===== src/icv_pkg.sv =====
// ----------------------------------------------------------------------------
// icv_pkg
// shared types, character codes and the weighted product table for the
// isbn check digit validator
// ----------------------------------------------------------------------------
package icv_pkg;

    // character codes
    localparam logic [7:0] CHAR_HYPHEN = 8'h2d;
    localparam logic [7:0] CHAR_SPACE  = 8'h20;
    localparam logic [7:0] CHAR_X_UP   = 8'h58;
    localparam logic [7:0] CHAR_X_LO   = 8'h78;
    localparam logic [7:0] CHAR_ZERO   = 8'h30;
    localparam logic [7:0] CHAR_NINE   = 8'h39;

    // kept character positions
    localparam logic [3:0] POS_TENTH   = 4'd9;
    localparam logic [3:0] POS_LEN10   = 4'd10;
    localparam logic [3:0] POS_LEN13   = 4'd13;
    localparam logic [3:0] KEPT_MAX    = 4'd14;

    // result format codes
    localparam logic [1:0] FMT_NONE    = 2'd0;
    localparam logic [1:0] FMT_ISBN10  = 2'd1;
    localparam logic [1:0] FMT_ISBN13  = 2'd2;

    // class of the tenth kept character
    localparam logic [1:0] TENTH_DIGIT = 2'd0;
    localparam logic [1:0] TENTH_X     = 2'd1;
    localparam logic [1:0] TENTH_OTHER = 2'd2;

    // default depth of the queue between front and back
    localparam int ICV_QUEUE_DEPTH = 4;

    // classified character as it travels through the queue
    typedef struct packed {
        logic       keep;   // not a hyphen or a space
        logic       digit;
        logic       is_x;
        logic [3:0] val;    // digit value, zero for a non-digit
        logic       last;
    } t_item;

    // ((pos + 1) * v) mod 11, indexed by {pos, v}
    typedef logic [3:0] t_mod11_tab [256];

    function automatic t_mod11_tab f_build_mod11_tab();
        t_mod11_tab tab;
        int         prod;
        for (int i = 0; i < 256; i++) begin
            prod = ((i >> 4) + 1) * (i & 15);
            for (int k = 0; k < 24; k++) begin
                if (prod >= 11) begin
                    prod = prod - 11;
                end
            end
            tab[i] = 4'(prod);
        end
        return tab;
    endfunction

    localparam t_mod11_tab MOD11_TAB = f_build_mod11_tab();

endpackage


===== src/icv_front.sv =====
// ----------------------------------------------------------------------------
// icv_front
// accepts characters and classifies them into queue items
// ----------------------------------------------------------------------------
module icv_front
    import icv_pkg::*;
(
    input  logic       i_valid,
    output logic       o_stall,
    input  logic [7:0] i_char_code,
    input  logic       i_last_char,
    input  logic       i_queue_full,
    output logic       o_push,
    output t_item      o_item
);

    logic w_digit;

    assign w_digit = (i_char_code >= CHAR_ZERO) && (i_char_code <= CHAR_NINE);

    always_comb begin
        o_item.keep  = (i_char_code != CHAR_HYPHEN) && (i_char_code != CHAR_SPACE);
        o_item.digit = w_digit;
        o_item.is_x  = (i_char_code == CHAR_X_UP) || (i_char_code == CHAR_X_LO);
        // ascii digits carry their value in the low nibble
        o_item.val   = w_digit ? i_char_code[3:0] : 4'd0;
        o_item.last  = i_last_char;
    end

    assign o_stall = i_queue_full;
    assign o_push  = i_valid && !i_queue_full;

endmodule


===== src/icv_queue.sv =====
// ----------------------------------------------------------------------------
// icv_queue
// short first-in first-out queue of classified items
// ----------------------------------------------------------------------------
module icv_queue
    import icv_pkg::*;
#(
    parameter int DEPTH = ICV_QUEUE_DEPTH
) (
    input  logic  i_clk,
    input  logic  i_rst_n,
    input  logic  i_push,
    input  t_item i_item,
    output logic  o_full,
    input  logic  i_pop,
    output logic  o_valid,
    output t_item o_item
);

    localparam int PTR_W = $clog2(DEPTH);
    localparam int CNT_W = $clog2(DEPTH + 1);
    localparam logic [PTR_W-1:0] PTR_LAST = PTR_W'(DEPTH - 1);
    localparam logic [CNT_W-1:0] CNT_FULL = CNT_W'(DEPTH);

    t_item            r_mem [DEPTH];
    logic [PTR_W-1:0] r_wr_ptr, n_wr_ptr;
    logic [PTR_W-1:0] r_rd_ptr, n_rd_ptr;
    logic [CNT_W-1:0] r_count, n_count;
    logic             w_do_push;
    logic             w_do_pop;

    assign o_full    = (r_count == CNT_FULL);
    assign o_valid   = (r_count != '0);
    assign o_item    = r_mem[r_rd_ptr];
    assign w_do_push = i_push && !o_full;
    assign w_do_pop  = i_pop && o_valid;

    always_comb begin
        n_wr_ptr = r_wr_ptr;
        n_rd_ptr = r_rd_ptr;
        n_count  = r_count;
        if (w_do_push) begin
            n_wr_ptr = (r_wr_ptr == PTR_LAST) ? '0 : r_wr_ptr + 1'b1;
        end
        if (w_do_pop) begin
            n_rd_ptr = (r_rd_ptr == PTR_LAST) ? '0 : r_rd_ptr + 1'b1;
        end
        if (w_do_push && !w_do_pop) begin
            n_count = r_count + 1'b1;
        end else if (!w_do_push && w_do_pop) begin
            n_count = r_count - 1'b1;
        end
    end

    always_ff @(posedge i_clk) begin
        if (w_do_push) begin
            r_mem[r_wr_ptr] <= i_item;
        end
    end

    always_ff @(posedge i_clk) begin
        if (!i_rst_n) begin
            r_wr_ptr <= '0;
            r_rd_ptr <= '0;
            r_count  <= '0;
        end else begin
            r_wr_ptr <= n_wr_ptr;
            r_rd_ptr <= n_rd_ptr;
            r_count  <= n_count;
        end
    end

    // occupancy never runs past the depth
    a_count_bound: assert property (@(posedge i_clk) disable iff (!i_rst_n)
        r_count <= CNT_FULL)
        else $error("queue count above depth");

    // pointers and count stay consistent
    a_ptr_match: assert property (@(posedge i_clk) disable iff (!i_rst_n)
        (r_count == '0) |-> (r_wr_ptr == r_rd_ptr))
        else $error("queue empty with unequal pointers");

endmodule


===== src/icv_back.sv =====
// ----------------------------------------------------------------------------
// icv_back
// accumulates check sums and position flags, emits a verdict on the last item
// ----------------------------------------------------------------------------
module icv_back
    import icv_pkg::*;
(
    input  logic       i_clk,
    input  logic       i_rst_n,
    input  logic       i_item_valid,
    input  t_item      i_item,
    output logic       o_pop,
    output logic       o_valid,
    input  logic       i_stall,
    output logic       o_is_valid,
    output logic [1:0] o_format_kind
);

    logic [3:0] r_kept_count, n_kept_count;
    logic [3:0] r_sum11, n_sum11;
    logic [3:0] r_sum10, n_sum10;
    logic       r_bad_prefix, n_bad_prefix;
    logic [1:0] r_tenth_class, n_tenth_class;
    logic       r_bad_tail, n_bad_tail;
    logic       r_out_valid;
    logic       r_out_is_valid;
    logic [1:0] r_out_kind;

    logic [3:0] w_v11;
    logic [3:0] w_term11;
    logic [4:0] w_add11;
    logic [4:0] w_term10;
    logic [5:0] w_add10;
    logic       w_res_valid;
    logic [1:0] w_res_kind;
    logic       w_out_free;

    assign w_out_free = !r_out_valid || !i_stall;
    assign o_pop      = i_item_valid && (!i_item.last || w_out_free);

    always_comb begin
        // x counts as ten only at the tenth position
        w_v11    = (r_kept_count == POS_TENTH && i_item.is_x) ? 4'd10 : i_item.val;
        w_term11 = MOD11_TAB[{r_kept_count, w_v11}];
        w_add11  = {1'b0, r_sum11} + {1'b0, w_term11};
        // odd positions weigh three
        w_term10 = r_kept_count[0] ? ({1'b0, i_item.val} + {i_item.val, 1'b0})
                                   : {1'b0, i_item.val};
        w_add10  = {2'b00, r_sum10} + {1'b0, w_term10};

        n_kept_count  = r_kept_count;
        n_sum11       = r_sum11;
        n_sum10       = r_sum10;
        n_bad_prefix  = r_bad_prefix;
        n_tenth_class = r_tenth_class;
        n_bad_tail    = r_bad_tail;

        if (i_item.keep) begin
            if (r_kept_count < POS_LEN13) begin
                if (r_kept_count < POS_TENTH) begin
                    if (!i_item.digit) begin
                        n_bad_prefix = 1'b1;
                    end
                end else if (r_kept_count == POS_TENTH) begin
                    n_tenth_class = i_item.digit ? TENTH_DIGIT
                                  : (i_item.is_x ? TENTH_X : TENTH_OTHER);
                end else begin
                    if (!i_item.digit) begin
                        n_bad_tail = 1'b1;
                    end
                end
                if (r_kept_count <= POS_TENTH) begin
                    n_sum11 = (w_add11 >= 5'd11) ? 4'(w_add11 - 5'd11) : w_add11[3:0];
                end
                if (w_add10 >= 6'd30) begin
                    n_sum10 = 4'(w_add10 - 6'd30);
                end else if (w_add10 >= 6'd20) begin
                    n_sum10 = 4'(w_add10 - 6'd20);
                end else if (w_add10 >= 6'd10) begin
                    n_sum10 = 4'(w_add10 - 6'd10);
                end else begin
                    n_sum10 = w_add10[3:0];
                end
            end
            if (r_kept_count < KEPT_MAX) begin
                n_kept_count = r_kept_count + 4'd1;
            end
        end

        w_res_valid = 1'b0;
        w_res_kind  = FMT_NONE;
        if (n_kept_count == POS_LEN10) begin
            w_res_kind  = FMT_ISBN10;
            w_res_valid = !n_bad_prefix && (n_tenth_class != TENTH_OTHER)
                          && (n_sum11 == 4'd0);
        end else if (n_kept_count == POS_LEN13) begin
            w_res_kind  = FMT_ISBN13;
            w_res_valid = !n_bad_prefix && (n_tenth_class == TENTH_DIGIT)
                          && !n_bad_tail && (n_sum10 == 4'd0);
        end
    end

    always_ff @(posedge i_clk) begin
        if (!i_rst_n) begin
            r_kept_count  <= '0;
            r_sum11       <= '0;
            r_sum10       <= '0;
            r_bad_prefix  <= 1'b0;
            r_tenth_class <= TENTH_DIGIT;
            r_bad_tail    <= 1'b0;
        end else if (o_pop) begin
            if (i_item.last) begin
                r_kept_count  <= '0;
                r_sum11       <= '0;
                r_sum10       <= '0;
                r_bad_prefix  <= 1'b0;
                r_tenth_class <= TENTH_DIGIT;
                r_bad_tail    <= 1'b0;
            end else begin
                r_kept_count  <= n_kept_count;
                r_sum11       <= n_sum11;
                r_sum10       <= n_sum10;
                r_bad_prefix  <= n_bad_prefix;
                r_tenth_class <= n_tenth_class;
                r_bad_tail    <= n_bad_tail;
            end
        end
    end

    always_ff @(posedge i_clk) begin
        if (!i_rst_n) begin
            r_out_valid <= 1'b0;
        end else if (o_pop && i_item.last) begin
            r_out_valid <= 1'b1;
        end else if (!i_stall) begin
            r_out_valid <= 1'b0;
        end
    end

    always_ff @(posedge i_clk) begin
        if (o_pop && i_item.last) begin
            r_out_is_valid <= w_res_valid;
            r_out_kind     <= w_res_kind;
        end
    end

    assign o_valid       = r_out_valid;
    assign o_is_valid    = r_out_is_valid;
    assign o_format_kind = r_out_kind;

    // a finished identifier always leaves a result and a cleared state
    a_last_clears: assert property (@(posedge i_clk) disable iff (!i_rst_n)
        (o_pop && i_item.last) |=> (r_out_valid && r_kept_count == '0
                                    && r_sum11 == '0 && r_sum10 == '0))
        else $error("last item did not produce result or clear state");

    // running sums stay reduced
    a_sums_reduced: assert property (@(posedge i_clk) disable iff (!i_rst_n)
        (r_sum11 < 4'd11) && (r_sum10 < 4'd10) && (r_kept_count <= KEPT_MAX))
        else $error("sum or count out of range");

    // a pass verdict only comes with a recognized length
    a_valid_kind: assert property (@(posedge i_clk) disable iff (!i_rst_n)
        (r_out_valid && r_out_is_valid) |-> (r_out_kind == FMT_ISBN10
                                             || r_out_kind == FMT_ISBN13))
        else $error("pass reported without isbn length");

endmodule


===== src/isbn_checksum_validator.sv =====
// ----------------------------------------------------------------------------
// isbn_checksum_validator
// streaming isbn-10 / isbn-13 check digit validator, one character per item
// ----------------------------------------------------------------------------
// Characters enter one per item with i_last_char marking the end of an
// identifier. Hyphens and spaces are skipped; each other character is kept
// and advances a saturating count (max 14), a weighted sum mod 11 for isbn-10
// (weight = position + 1) and a 1/3 alternating sum mod 10 for isbn-13. An x
// in either case counts as ten only at the tenth kept position. After the last
// character one result item gives o_format_kind (0 other length, 1 isbn-10,
// 2 isbn-13) and o_is_valid, and the running state is cleared for the next
// identifier. The front stage classifies each character and pushes it into a
// QUEUE_DEPTH entry queue; the back stage pops one item per cycle and updates
// the mod 11 sum with a constant product table plus one add and conditional
// subtract. Throughput is one character per clock while the queue is not
// full; a character is registered in the queue before the back stage sees
// it, and a result is registered when its last character is popped. Output
// stall only holds back last characters; others drain while a result waits.
// ----------------------------------------------------------------------------
module isbn_checksum_validator
    import icv_pkg::*;
#(
    parameter int QUEUE_DEPTH = ICV_QUEUE_DEPTH
) (
    input  logic       i_clk,
    input  logic       i_rst_n,
    // character channel
    input  logic       i_valid,
    output logic       o_stall,
    input  logic [7:0] i_char_code,
    input  logic       i_last_char,
    // result channel
    output logic       o_valid,
    input  logic       i_stall,
    output logic       o_is_valid,
    output logic [1:0] o_format_kind
);

    // front to queue
    logic  w_push;
    t_item w_push_item;
    logic  w_queue_full;

    // queue to back
    logic  w_pop;
    logic  w_head_valid;
    t_item w_head_item;

    // classify incoming characters
    icv_front u_front (
        .i_valid      (i_valid),
        .o_stall      (o_stall),
        .i_char_code  (i_char_code),
        .i_last_char  (i_last_char),
        .i_queue_full (w_queue_full),
        .o_push       (w_push),
        .o_item       (w_push_item)
    );

    // decouples front acceptance from back stalls
    icv_queue #(
        .DEPTH (QUEUE_DEPTH)
    ) u_queue (
        .i_clk   (i_clk),
        .i_rst_n (i_rst_n),
        .i_push  (w_push),
        .i_item  (w_push_item),
        .o_full  (w_queue_full),
        .i_pop   (w_pop),
        .o_valid (w_head_valid),
        .o_item  (w_head_item)
    );

    // sums, flags and the output register
    icv_back u_back (
        .i_clk         (i_clk),
        .i_rst_n       (i_rst_n),
        .i_item_valid  (w_head_valid),
        .i_item        (w_head_item),
        .o_pop         (w_pop),
        .o_valid       (o_valid),
        .i_stall       (i_stall),
        .o_is_valid    (o_is_valid),
        .o_format_kind (o_format_kind)
    );

endmodule

===== config.mk =====
export PLATFORM = sky130hd
export DESIGN_NAME = isbn_checksum_validator
export DESIGN_NICKNAME = d
export VERILOG_FILES = /design/src/icv_pkg.sv /design/src/icv_front.sv /design/src/icv_queue.sv /design/src/icv_back.sv /design/src/isbn_checksum_validator.sv
export SDC_FILE = /design/constraint.sdc
export NUM_CORES = 1
export LEC_CHECK = 0
export ABC_AREA = 0
export BUFFER_PORTS_ARGS = -buffer_cell sky130_fd_sc_hd__buf_4
export CAP_MARGIN = 20
export CORE_MARGIN = 5
export CORE_UTILIZATION = 45
export DETAILED_ROUTE_END_ITERATION = 10
export HOLD_SLACK_MARGIN = 0.1
export SKIP_CTS_REPAIR_TIMING = 1
export SLEW_MARGIN = 15
export SYNTH_ARGS = -nofsm -noshare
export SYNTH_HDL_FRONTEND = slang
export SYNTH_SLANG_ARGS = --single-unit

===== constraint.sdc =====
create_clock -name i_clk -period 6.2 [get_ports i_clk]
set_input_delay 0.62 -clock i_clk [delete_from_list [all_inputs] [get_ports i_clk]]
set_output_delay 0.62 -clock i_clk [all_outputs]
set_load 0.01 [all_outputs]

==> flow_metrics.py, run 1 <==
metrics = {
    "global_routing": {
        "grt_pass1_vias": 4163,
        "grt-ovfl-total": 0,
        "grt_pass1_wl_mm": 20.82,
        "grt_max_degree": 33,
        "antenna_found_initial": 0,
        "grtUsageTotal_pct": 19.55,
    },
    "yosys": {
        "synth_seq_cells": 61,
        "synth-compound-area-share_pct": 23.09,
        "muxShareOfSynthArea_pct": 8.773,
        "synth_top_cell_by_area": "edfxtp_1",
        "ys_warn_count": 0,
        "synth-simple-area-share_pct": 18.72,
        "syn_nets": 602,
        "netlist_instances": 549,
        "synthXorXnorAreaFrac_pct": 2.099,
        "ys_types": 86,
        "yosys.area_share.adder_pct": 10.60,
        "syn-mean-instance-area_sq_um": 9.118,
        "synth_edf_count": 35,
        "synthArstFlopShare_pct": 0,
        "synthFlopType": "edfxtp_1",
        "synthTopCellsByArea": "edfxtp_1 (21%), dfxtp_1 (10%), ha_1 (9.0%), nand2_1 (3.6%), nor2_1 (3.5%)",
        "yosysSeqAreaShare_pct": 31.39,
        "synth.top_cell.area_share_pct": 20.99,
        "netlist_area_sq_um": 5006,
        "synthTopCellsByCount": "nand2_1 (48), nor2_1 (47), ha_1 (36), edfxtp_1 (35)",
        "synth.most_common_cell": "nand2_1",
        "synth_top_family_by_area": "compound AO/OA/AOI/OAI gates",
    },
    "sta": {
        "worst_pin_slew_ps": 877.9,
        "period_share_pct": 94.21,
        "setup_viol": 0,
        "fin_crit_ps": 5841,
        "skew_ps": 14.96,
        "slew_headroom_pct": 41.20,
        "final-hold-violation-count": 0,
        "drv_slew": 0,
        "fmaxAchievable_ghz": 0.1712,
    },
    "job": {
        "drv_cap": 0,
    },
    "worst_hold_path": {
        "worstHoldStart": "u_back.r_bad_prefix",
        "min_path_cells": 2,
        "min_path_type": "flop to flop",
    },
    "finish": {
        "layout-drive-gt1-share_pct": 14.39,
        "multiInputGateArea_sq_um": 3167,
        "num-fill-cells": 1014,
        "fin_util_pct": 49.93,
        "seq_area_sq_um": 1572,
        "n_antenna_cell": 0,
        "nets": 611,
        "stdcell_count": 703,
        "syn_to_final_growth_pct": 8.598,
    },
    "setup_path": {
        "reg2reg_depth": 21,
        "required_ps": 6290,
        "cp_slowest_stage_delay_ps": 640,
        "worstSetupPathType": "flop to flop",
        "cp-end-kind": "flop",
        "cp-start-kind": "flop",
        "critPathArrivalTime_ps": 5930,
        "critPathSlowestCell": "mux4_2",
        "cp_cell_sequence": "mux4_2 -> and2_1 -> or2_2 -> ha_1 -> inv_1 -> o211ai_1 -> a21boi_2 -> a21oi_1 -> a221o_1 -> nor3_1 -> ha_1 -> inv_1 -> fa_1 -> xnor2_1 -> a21oi_1 -> and2_0 -> o211ai_1 -> nor4bb_1 -> nor3_1 -> nand4_1 -> o31ai_1",
        "cp_max_fo": 7,
    },
    "route": {
        "wl_mm": 12.52,
        "initialDrtViolationCount": 594,
        "ant_nets": 0,
        "drc": 0,
        "viasPerCell": 6.087,
        "firstDrtPassIters": 5,
        "wl_per_cell_microns": 17.81,
        "num_vias": 4279,
    },
    "placement": {
        "place_hpwl_mm": 9.266,
        "dpl.cell_count": 685,
        "gp_congestion": 0.9230,
        "numPortBuffers": 17,
    },
    "cts": {
        "cts_num_sinks": 61,
        "htree_num_levels": 3,
        "cts.clk_slew.worst_paths_ps": 80,
        "clockBufferDepth": 2,
        "root_buffer": "clkbuf_8",
        "insertion_delay_ps": 340,
        "cts_tree": "built",
        "numCtsBuffers": 9,
    },
    "die": {
        "die_h_microns": 115.5,
        "fp.dieArea_sq_um": 13330,
        "die_w_microns": 115.5,
        "start_util_pct": 45.98,
        "coreArea_sq_um": 10890,
        "rows": 38,
        "io_pins": 18,
    },
    "status": {
        "status": "complete, no violations",
    },
}
worst max-delay path: cells and delay by family (launching register included):
kind            cells  cell delay [ps]
compound gates      7             1370
xor+xnor            1              300
fa+ha+maj           3             1020
buf+inv             2              210
flops               1              470
mux                 1              640
simple gates        7             1580
flip-flops by register name, summed over array words and instances, names as in the netlist, named ones only:
signal	cells
u_queue.r_mem	32
u_back.r_kept_count	4
u_back.r_sum10	4
u_back.r_sum11	4
u_queue.r_count	3
u_back.o_format_kind	2
u_back.r_tenth_class	2
u_queue.r_rd_ptr	2
u_queue.r_wr_ptr	2
u_back.o_is_valid	1
u_back.o_valid	1
u_back.r_bad_prefix	1
u_back.r_bad_tail	1
stage by stage:
step / hold WS, ps / setup TNS [ps] / instance area, sq um / worst slack (ps)
2_1_floorplan: 437.6 / 0 / 5006 / 808.9
3_3_place_gp: 458.1 / 0 / 5230 / 672.1
3_5_place_dp: 464.4 / 0 / 5230 / 380.4
4_1_cts: 466.9 / 0 / 5423 / 373.5
5_1_grt: 461.8 / -202.4 / 5436 / -150.2
6_report: 471.5 / 0 / 5436 / 359.3
final timing paths:
check	endpoint	slack (ps)
setup reg to reg	u_back.o_is_valid	360
setup / recovery	u_back.o_is_valid	360
hold / removal	u_back.r_bad_prefix	470
hold reg to reg	u_back.r_bad_prefix	470
logic make-up after synthesis:
| kind of cell | count (synthesis) |
|---|---|
| AND/OR/NAND/NOR | 187 |
| XOR/XNOR | 12 |
| flip-flops | 61 |
| AO/OA/AOI/OAI | 159 |
| adder cells (fa/ha/maj) | 40 |
| buffers and inverters | 60 |
| multiplexers | 30 |
layer usage:
| metal | up-vias | track usage [%] | wire [microns] |
|---|---|---|---|
| li1 | 2068 | - | - |
| met1 | 2029 | 25.65 | 5595 |
| met2 | 151 | 31.94 | 6005 |
| met3 | 31 | 3.342 | 591 |
| met4 | 0 | 8.294 | 327 |
| met5 | - | 0 | 0 |
area by class of cell:
type	count	share of cell area, %
sequential	61	28.91
multi-input combinational	428	58.25
clock inverter	5	0.5524
tap	140	3.222
inverter	28	1.933
clock buffer	11	2.992
timing repair buffer	30	4.143
layout by cell type, fill, tap and decap left out, drive strengths merged, types with 12 or more instances in the layout:
| cell | n |
|---|---|
| nand2 | 48 |
| nor2 | 48 |
| ha | 36 |
| edfxtp | 35 |
| buf | 30 |
| o21ai | 30 |
| inv | 30 |
| a21oi | 29 |
| dfxtp | 26 |
| and2 | 21 |
| nand3 | 18 |
| mux2i | 15 |
| nor3 | 15 |
| nor2b | 12 |
Power of run 1 is not shown: default switching activity piles up to over one toggle a cycle in this logic, so the estimate is an artifact.
==> inputs of run 2 (changes only) <==
- CELL_PAD_IN_SITES_DETAIL_PLACEMENT: not set -> 1
- CELL_PAD_IN_SITES_GLOBAL_PLACEMENT: not set -> 2
- CORE_UTILIZATION: 45 -> 40
- PLACE_DENSITY_LB_ADDON: not set -> 0.1
==> run 2 against run 1 <==
  * Count of clock-buffer cells in the layout decreased by 2
  * Setup slack improved by 21 ps
  * Via count is 1.2% lower
  * Critical path depth up 2
  * Highest routed layer unchanged
==> flow_metrics.py, run 2 (synthesized netlist as in run 1, its figures left out) <==
metrics = {
    "status": {
        "status": "complete, no violations",
    },
    "finish": {
        "largest_reg_flops": 32,
        "syn_to_final_growth_pct": 12.42,
        "layout-drive-gt1-share_pct": 15.37,
        "layout.cells.most_common": "nand2_1",
        "regMostFlops": "u_queue.r_mem",
        "design_area_sq_um": 5628,
        "multiInputGateArea_sq_um": 3193,
        "n_antenna_cell": 0,
        "layout_common_cells": "nand2_1 (48), nor2_1 (46), ha_1 (35), edfxtp_1 (35), buf_4 (33)",
        "seq_area_sq_um": 1573,
        "nets": 614,
        "num-fill-cells": 1398,
    },
    "global_routing": {
        "grt-ovfl-total": 0,
        "grt_max_degree": 33,
        "grtUsageTotal_pct": 20.11,
        "grt_pass1_vias": 4454,
        "antenna_found_initial": 0,
        "grt_pass1_wl_mm": 23.61,
    },
    "route": {
        "drc": 0,
        "viasPerCell": 5.760,
        "wl_per_cell_microns": 19.98,
        "num_vias": 4228,
        "initialDrtViolationCount": 216,
        "ant_nets": 0,
        "firstDrtPassIters": 5,
        "wl_mm": 14.66,
    },
    "setup_path": {
        "cp-start-kind": "flop",
        "worstSetupPathType": "flop to flop",
        "crit_path_end": "u_back.o_is_valid",
        "r2r-end": "u_back.o_is_valid",
        "critPathArrivalTime_ps": 5880,
        "cp_num_cells": 23,
        "reg2reg_depth": 23,
        "critPathSlowestCell": "mux4_2",
        "cp-end-kind": "flop",
        "reg2reg_setup_slack_ps": 380,
        "cpLargestDelayFamily": "compound AO/OA/AOI/OAI gates",
        "cp_slowest_stage_delay_ps": 610,
        "required_ps": 6260,
        "cp_max_fo": 11,
        "cp_cell_sequence": "mux4_2 -> and2_1 -> or2_2 -> inv_1 -> ha_2 -> o2bb2ai_1 -> o21ai_0 -> nand2_1 -> o21ai_0 -> a221o_1 -> nor3_1 -> ha_1 -> inv_1 -> fa_1 -> xnor2_2 -> a21oi_1 -> and2_0 -> o211ai_1 -> buf_4 -> mux2i_1 -> mux2_2 -> nand4_1 -> o31ai_1",
        "crit_buf_inv": 3,
    },
    "sta": {
        "hold_slack_ps": 490.7,
        "drv_slew": 0,
        "layout_setup_ws_ps": 379.9,
        "fin_crit_ps": 5820,
        "setup_viol": 0,
        "skew_ps": 7.475,
        "setup-tns-final_ps": 0,
        "slew_headroom_pct": 40.73,
        "period_share_pct": 93.87,
        "final-hold-violation-count": 0,
        "fmaxAchievable_ghz": 0.1718,
        "worst_pin_slew_ps": 885.8,
    },
    "die": {
        "coreArea_sq_um": 12160,
        "die_h_microns": 121.9,
        "die_w_microns": 121.9,
        "rows": 40,
        "fp.dieArea_sq_um": 14850,
        "io_pins": 18,
        "start_util_pct": 41.16,
    },
    "cts": {
        "numCtsBuffers": 9,
        "cts.clk_slew.worst_paths_ps": 60,
        "cts_tree": "built",
        "insertion_delay_ps": 330,
        "cts_num_sinks": 61,
        "clockBufferDepth": 2,
        "root_buffer": "clkbuf_16",
        "htree_num_levels": 3,
    },
    "worst_hold_path": {
        "min_path_type": "flop to flop",
    },
    "placement": {
        "place_hpwl_mm": 11.01,
        "place_area_sq_um": 5288,
        "place_ws_ps": 110.8,
        "numPortBuffers": 17,
        "gp_congestion": 0.8456,
    },
    "job": {
        "drv_cap": 0,
    },
}
[run 2: cell types whose count changed in the layout (fill, tap and decap cells not counted), sizes merged]
cell / previous run / this run
buf: 30 / 33
clkbuf: 11 / 9
bufinv: 0 / 1
inv: 30 / 29
clkinvlp: 1 / 3
[run 2: cell type report]
| type | instances | share of cell area (%) |
|---|---|---|
| Timing Repair Buffer | 33 | 4.402 |
| Clock buffer | 9 | 4.002 |
| Tap cell | 168 | 3.735 |
| Clock inverter | 7 | 1.312 |
| Sequential cell | 61 | 27.95 |
| Multi-Input combinational cell | 428 | 56.74 |
| Inverter | 28 | 1.867 |
[run 2: stage by stage]
stage | instances | utilization, %
finish | 734 | 46.28
global route | 734 | 46.28
CTS | 732 | 45.94
detailed placement | 716 | 43.48
global placement | 716 | 43.48
floorplan | 549 | -
[run 2: how the worst min path moves through the flow]
stage               slack, ps  cells past startpoint                start                   to
floorplan                 440                      2  u_back.r_bad_prefix  u_back.r_bad_prefix
global placement          450                      2  u_back.r_bad_prefix  u_back.r_bad_prefix
detailed placement        460                      2  u_back.r_bad_prefix  u_back.r_bad_prefix
CTS                       490                      1          i_last_char  u_queue.r_mem[2][0]
global route              500                      1          i_last_char  u_queue.r_mem[2][0]
finish                    490                      2       u_back.o_valid       u_back.o_valid
[run 2: metal layers]
| layer | track usage (%) | part of all wire, % |
|---|---|---|
| met1 | 26.38 | 48 |
| met2 | 34.74 | 49 |
| met3 | 3.482 | 2.3 |
| met4 | 4.412 | 1.5 |
| met5 | 0 | 0 |
[run 2: tightest hold or removal path: stages, from the launching register on]
cell	delay (ps)
dfxtp_1	320
nand2_1	60
a21boi_0	60
Power of run 2 is left out for the same reason.
